$ cat src/design/smrh_pkg.sv
package smrh_pkg;

  localparam logic [63:0] P1 = 64'd11400714785074694791;
  localparam logic [63:0] P2 = 64'd14029467366897019727;
  localparam logic [63:0] P3 = 64'd1609587929392839161;
  localparam logic [63:0] P4 = 64'd9650029242287828579;
  localparam logic [63:0] P5 = 64'd2870177450012600261;

  localparam logic [3:0] FULL_WORD_BYTES = 4'd8;
  localparam logic [3:0] CHUNK_BYTES     = 4'd4;

  typedef enum logic [8:0] {
    ST_IDLE   = 9'b000000001,
    ST_LANE   = 9'b000000010,
    ST_FIN    = 9'b000000100,
    ST_MERGE  = 9'b000001000,
    ST_ADDLEN = 9'b000010000,
    ST_TAIL   = 9'b000100000,
    ST_QUAD   = 9'b001000000,
    ST_BYTE   = 9'b010000000,
    ST_AVAL   = 9'b100000000
  } smrh_state_e;

  typedef struct packed {
    logic        start;
    logic [63:0] a;
    logic [63:0] b;
  } smrh_mul_req_t;

  function automatic logic [63:0] rotl(input logic [63:0] x, input logic [5:0] r);
    logic [127:0] dbl;
    dbl = {x, x} << r;
    return dbl[127:64];
  endfunction

endpackage

$ cat src/design/smrh_mul.sv
// 64x64 -> low 64 bit multiplier, one 32x32 partial product per cycle.
module smrh_mul (
  input  logic                   clk_i,
  input  logic                   rst_ni,
  input  smrh_pkg::smrh_mul_req_t req_i,
  output logic                   done_o,
  output logic [63:0]            prod_o
);
  import smrh_pkg::*;

  logic [2:0]  ph_q;
  logic [63:0] a_q, b_q, pp_q, acc_q;
  logic        done_q;
  logic [31:0] m_a, m_b;
  logic [63:0] pp_d;

  // phase 1: lo*lo, phase 2: hi*lo, phase 3: lo*hi
  assign m_a  = (ph_q == 3'd2) ? a_q[63:32] : a_q[31:0];
  assign m_b  = (ph_q == 3'd3) ? b_q[63:32] : b_q[31:0];
  assign pp_d = m_a * m_b;

  always_ff @(posedge clk_i or negedge rst_ni) begin
    if (!rst_ni) begin
      ph_q   <= 3'd0;
      done_q <= 1'b0;
    end else begin
      done_q <= 1'b0;
      if (req_i.start) begin
        ph_q <= 3'd1;
      end else if (ph_q == 3'd4) begin
        ph_q   <= 3'd0;
        done_q <= 1'b1;
      end else if (ph_q != 3'd0) begin
        ph_q <= ph_q + 3'd1;
      end
    end
  end

  always_ff @(posedge clk_i) begin
    if (req_i.start) begin
      a_q <= req_i.a;
      b_q <= req_i.b;
    end
    if (ph_q != 3'd0 && ph_q != 3'd4) pp_q <= pp_d;
    if (ph_q == 3'd2) acc_q <= pp_q;
    if (ph_q == 3'd3 || ph_q == 3'd4) acc_q <= acc_q + {pp_q[31:0], 32'd0};
  end

  assign done_o = done_q;
  assign prod_o = acc_q;

endmodule

$ cat config.mk
export PLATFORM = sky130hd
export DESIGN_NAME = smrh_mul
export DESIGN_NICKNAME = d
export VERILOG_FILES = /design/src/design/smrh_pkg.sv /design/src/design/smrh_mul.sv
export SDC_FILE = /design/constraint.sdc
export NUM_CORES = 2
export LEC_CHECK = 0
export BUFFER_PORTS_ARGS = -buffer_cell sky130_fd_sc_hd__buf_2
export CAP_MARGIN = 20
export CORE_MARGIN = 8
export CORE_UTILIZATION = 23
export DETAILED_ROUTE_END_ITERATION = 8
export HOLD_SLACK_MARGIN = 0.15
export SLEW_MARGIN = 20
export SYNTH_ARGS = -nofsm -noshare
export SYNTH_HDL_FRONTEND = slang
export SYNTH_SLANG_ARGS = --single-unit
$ cat constraint.sdc
create_clock -name clk_i -period 15.9 [get_ports clk_i]
set_input_delay 1.59 -clock clk_i [delete_from_list [all_inputs] [get_ports clk_i]]
set_output_delay 1.59 -clock clk_i [all_outputs]
set_load 0.01 [all_outputs]
==> impl_metrics.yaml <==
layout:
  final_nets: 5785
  nFillCells: 19690
  area_growth_pct: 11.96
  postLayoutCoreUtil: 0.2592
  instances_no_fill: 6979
  drive_above_1_share: 0.1008
worst_setup_path:
  reg2reg_depth: 27
  crit_family: "adder cells"
  crit_path_start: "ph_q[1]$_DFFE_PN0P_"
  crit_top_cell: "fa_1"
  required_ns: 16.24
  cp.depth: 27
  worstSetupStartpointType: "register"
  cp-endpoint: "pp_q[57]$_DFFE_PP_"
  r2r_slack_ns: 5.81
  crit_arrival_ns: 10.42
  r2r-end: "pp_q[57]$_DFFE_PP_"
  end_kind: "register"
  slowest_delay_ns: 0.98
  path_class: "register to register"
  crit_slowest_cell: "mux2i_4"
  path_buf_inv: 5
  crit_path_max_fanout: 45
  r2r_start: "ph_q[1]$_DFFE_PN0P_"
hold_path:
  worstHoldPathCells: 2
  min_path_type: "register to register"
route:
  avgRoutedWirePerCell_um: 21.23
  drc: 0
  vias: 31810
  totalWireLength_mm: 148.2
  antenna_left: 0
  viasPerCell: 4.557
  dr.pass1.iters: 5
  drt_iter0_markers: 2973
clocking:
  h-tree-depth: 1
  ctsHoldBuffers: 0
  clockRootBuffer: "clkbuf_16"
  ctsResizeCount: 0
  clk_latency_ns: 0.63
  max-clock-path-buffers: 3
  clkSinkCount: 260
  cts_setup_buffers: 0
  cts_tree: "yes"
  path_clk_slew_ns: 0.07
  cts-buffers-inserted: 31
timing:
  period_needed_ns: 10.09
  tightest_slew_ns: 1.179
  finalHoldViolCount: 0
  rsz0062_at_grt: "false"
  setup_slack_ns: 5.812
  setup_viol: 0
  max_freq_mhz: 99.13
  fin_worst_skew_ns: 0.04622
  maxSlewViolCount: 0
  tns_ns: 0
  max_slew_margin: 0.1986
  period_share: 0.6345
place:
  portBuffers: 195
  place_congestion: 0.9632
  dp_cells: 6905
  dp_slack_ns: 5.978
  dp_hpwl_mm: 120.5
logic_synthesis:
  ys_warn_count: 0
  syn_area_per_cell_sq_um: 9.841
  netlist_instances: 4367
  synth.distinct_cells: 73
  synth_edf_count: 256
  syn_nets: 5693
  synth_flop_cell: "edfxtp_1"
  synthArstFlopShare: 0.01538
  seq_area_frac_synth: 0.1812
  synthesis.area_sq_um: 42980
  synth_seq_cells: 260
global_route:
  grt-ovfl-total: 0
  antenna_found_initial: 37
  grt_pass1_wl_mm: 219.7
  grt.total_usage: 0.1450
  grt_max_degree: 102
  grt_pass1_vias: 34130
floorplan:
  initial_core_util: 0.2315
  num_rows: 158
  die_w_um: 448.3
  core_region_area_sq_um: 185600
  dieArea_sq_um: 200900
  die_y_um: 448.3
  io_pins: 196
status:
  status: "finished clean"
flow_run:
  cap_violations: 0
-- routing by layer --
metal  share of wire  track usage  vias to the layer above
li1                -            -                    13570
met5         0.00086            0                        -
met4           0.049      0.05596                       20
met2            0.44       0.2282                     1603
met3            0.11      0.04092                      351
met1            0.40       0.1893                    16270
-- stage by stage --
stage	hold WS, ns	area [sq um]
after floorplan	0.4946	42980
after global placement	0.5109	47030
after detailed placement	0.5176	47030
after CTS	0.5332	48060
after global routing	0.5510	48090
final	0.5316	48120
-- cells by family after synthesis --
group / count (synthesis) / synth area share
multiplexers: 131 / 0.03240
buffers and inverters: 1060 / 0.09284
XOR/XNOR: 87 / 0.01773
flip-flops: 260 / 0.1812
AND/OR/NAND/NOR: 1306 / 0.1217
adder cells (fa/ha/maj): 1195 / 0.5046
AO/OA/AOI/OAI: 328 / 0.04949
-- cell type report --
cell class              count  area (sq um)  share of cell area
clock inverters            27         262.8            0.005461
clock buffers              31         775.7             0.01612
repair buffers            262          1493             0.03102
well taps                2480          3103             0.06449
inverters                 857          3217             0.06685
flip-flops and latches    260          7787              0.1618
multi-input cells        3047         31440              0.6534
diodes                     15         37.54           0.0007801
-- tightest hold or removal path: stages, from the launching register on --
cell and delay (ns):
edfxtp_1 0.32, nand2_1 0.04, o21ai_0 0.06
-- synthesized netlist by cell type, drive strengths merged (13+ instances only) --
master | n | area, sq um
a21o | 48 | 360.4
a21oi | 98 | 501.7
and2 | 36 | 225.2
and3 | 13 | 81.33
buf | 27 | 110.1
clkbuf | 176 | 663.1
edfxtp | 256 | 7687
fa | 897 | 17960
ha | 298 | 3729
inv | 857 | 3217
mux2 | 65 | 732.0
mux2i | 66 | 660.6
nand2 | 547 | 2056
nand3 | 22 | 110.1
nand4 | 22 | 137.6
nor2 | 620 | 2327
o21ai | 84 | 435.4
o21bai | 14 | 105.1
xnor2 | 43 | 376.6
xor2 | 44 | 385.4
-- how the worst min path moves through the flow --
stage	end	slack, ns	startpoint
floorplan	prod_o[42]$_DFFE_PP_	0.49	pp_q[42]$_DFFE_PP_
global placement	prod_o[33]$_DFFE_PP_	0.51	pp_q[33]$_DFFE_PP_
detailed placement	prod_o[33]$_DFFE_PP_	0.52	pp_q[33]$_DFFE_PP_
CTS	prod_o[33]$_DFFE_PP_	0.53	pp_q[33]$_DFFE_PP_
global route	prod_o[37]$_DFFE_PP_	0.55	pp_q[37]$_DFFE_PP_
finish	prod_o[33]$_DFFE_PP_	0.53	pp_q[33]$_DFFE_PP_
-- flip-flops by register name, summed over array words and instances, names as in the netlist --
signal / count
pp_q: 64
done_o: 1
ph_q: 3
a_q: 64
prod_o: 64
b_q: 64
-- placed cells by master, fill, tap and decap left out, types with 13 or more instances in the layout --
master and instances:
a21o_1 48, a21oi_1 97, and2_1 36, and3_1 13, buf_2 194, buf_4 66, clkbuf_16 31, diode_2 15
edfxtp_1 256, fa_1 897, ha_1 297, inv_1 856, mux2_2 65, mux2i_1 18, mux2i_2 44, nand2_1 545
nand3_1 22, nand4_1 22, nor2_1 619, o21ai_0 78, o21bai_1 14, xnor2_1 43, xor2_1 44
Power is not shown: default switching activity piles up to over one toggle a cycle in this logic, so the estimate is an artifact.
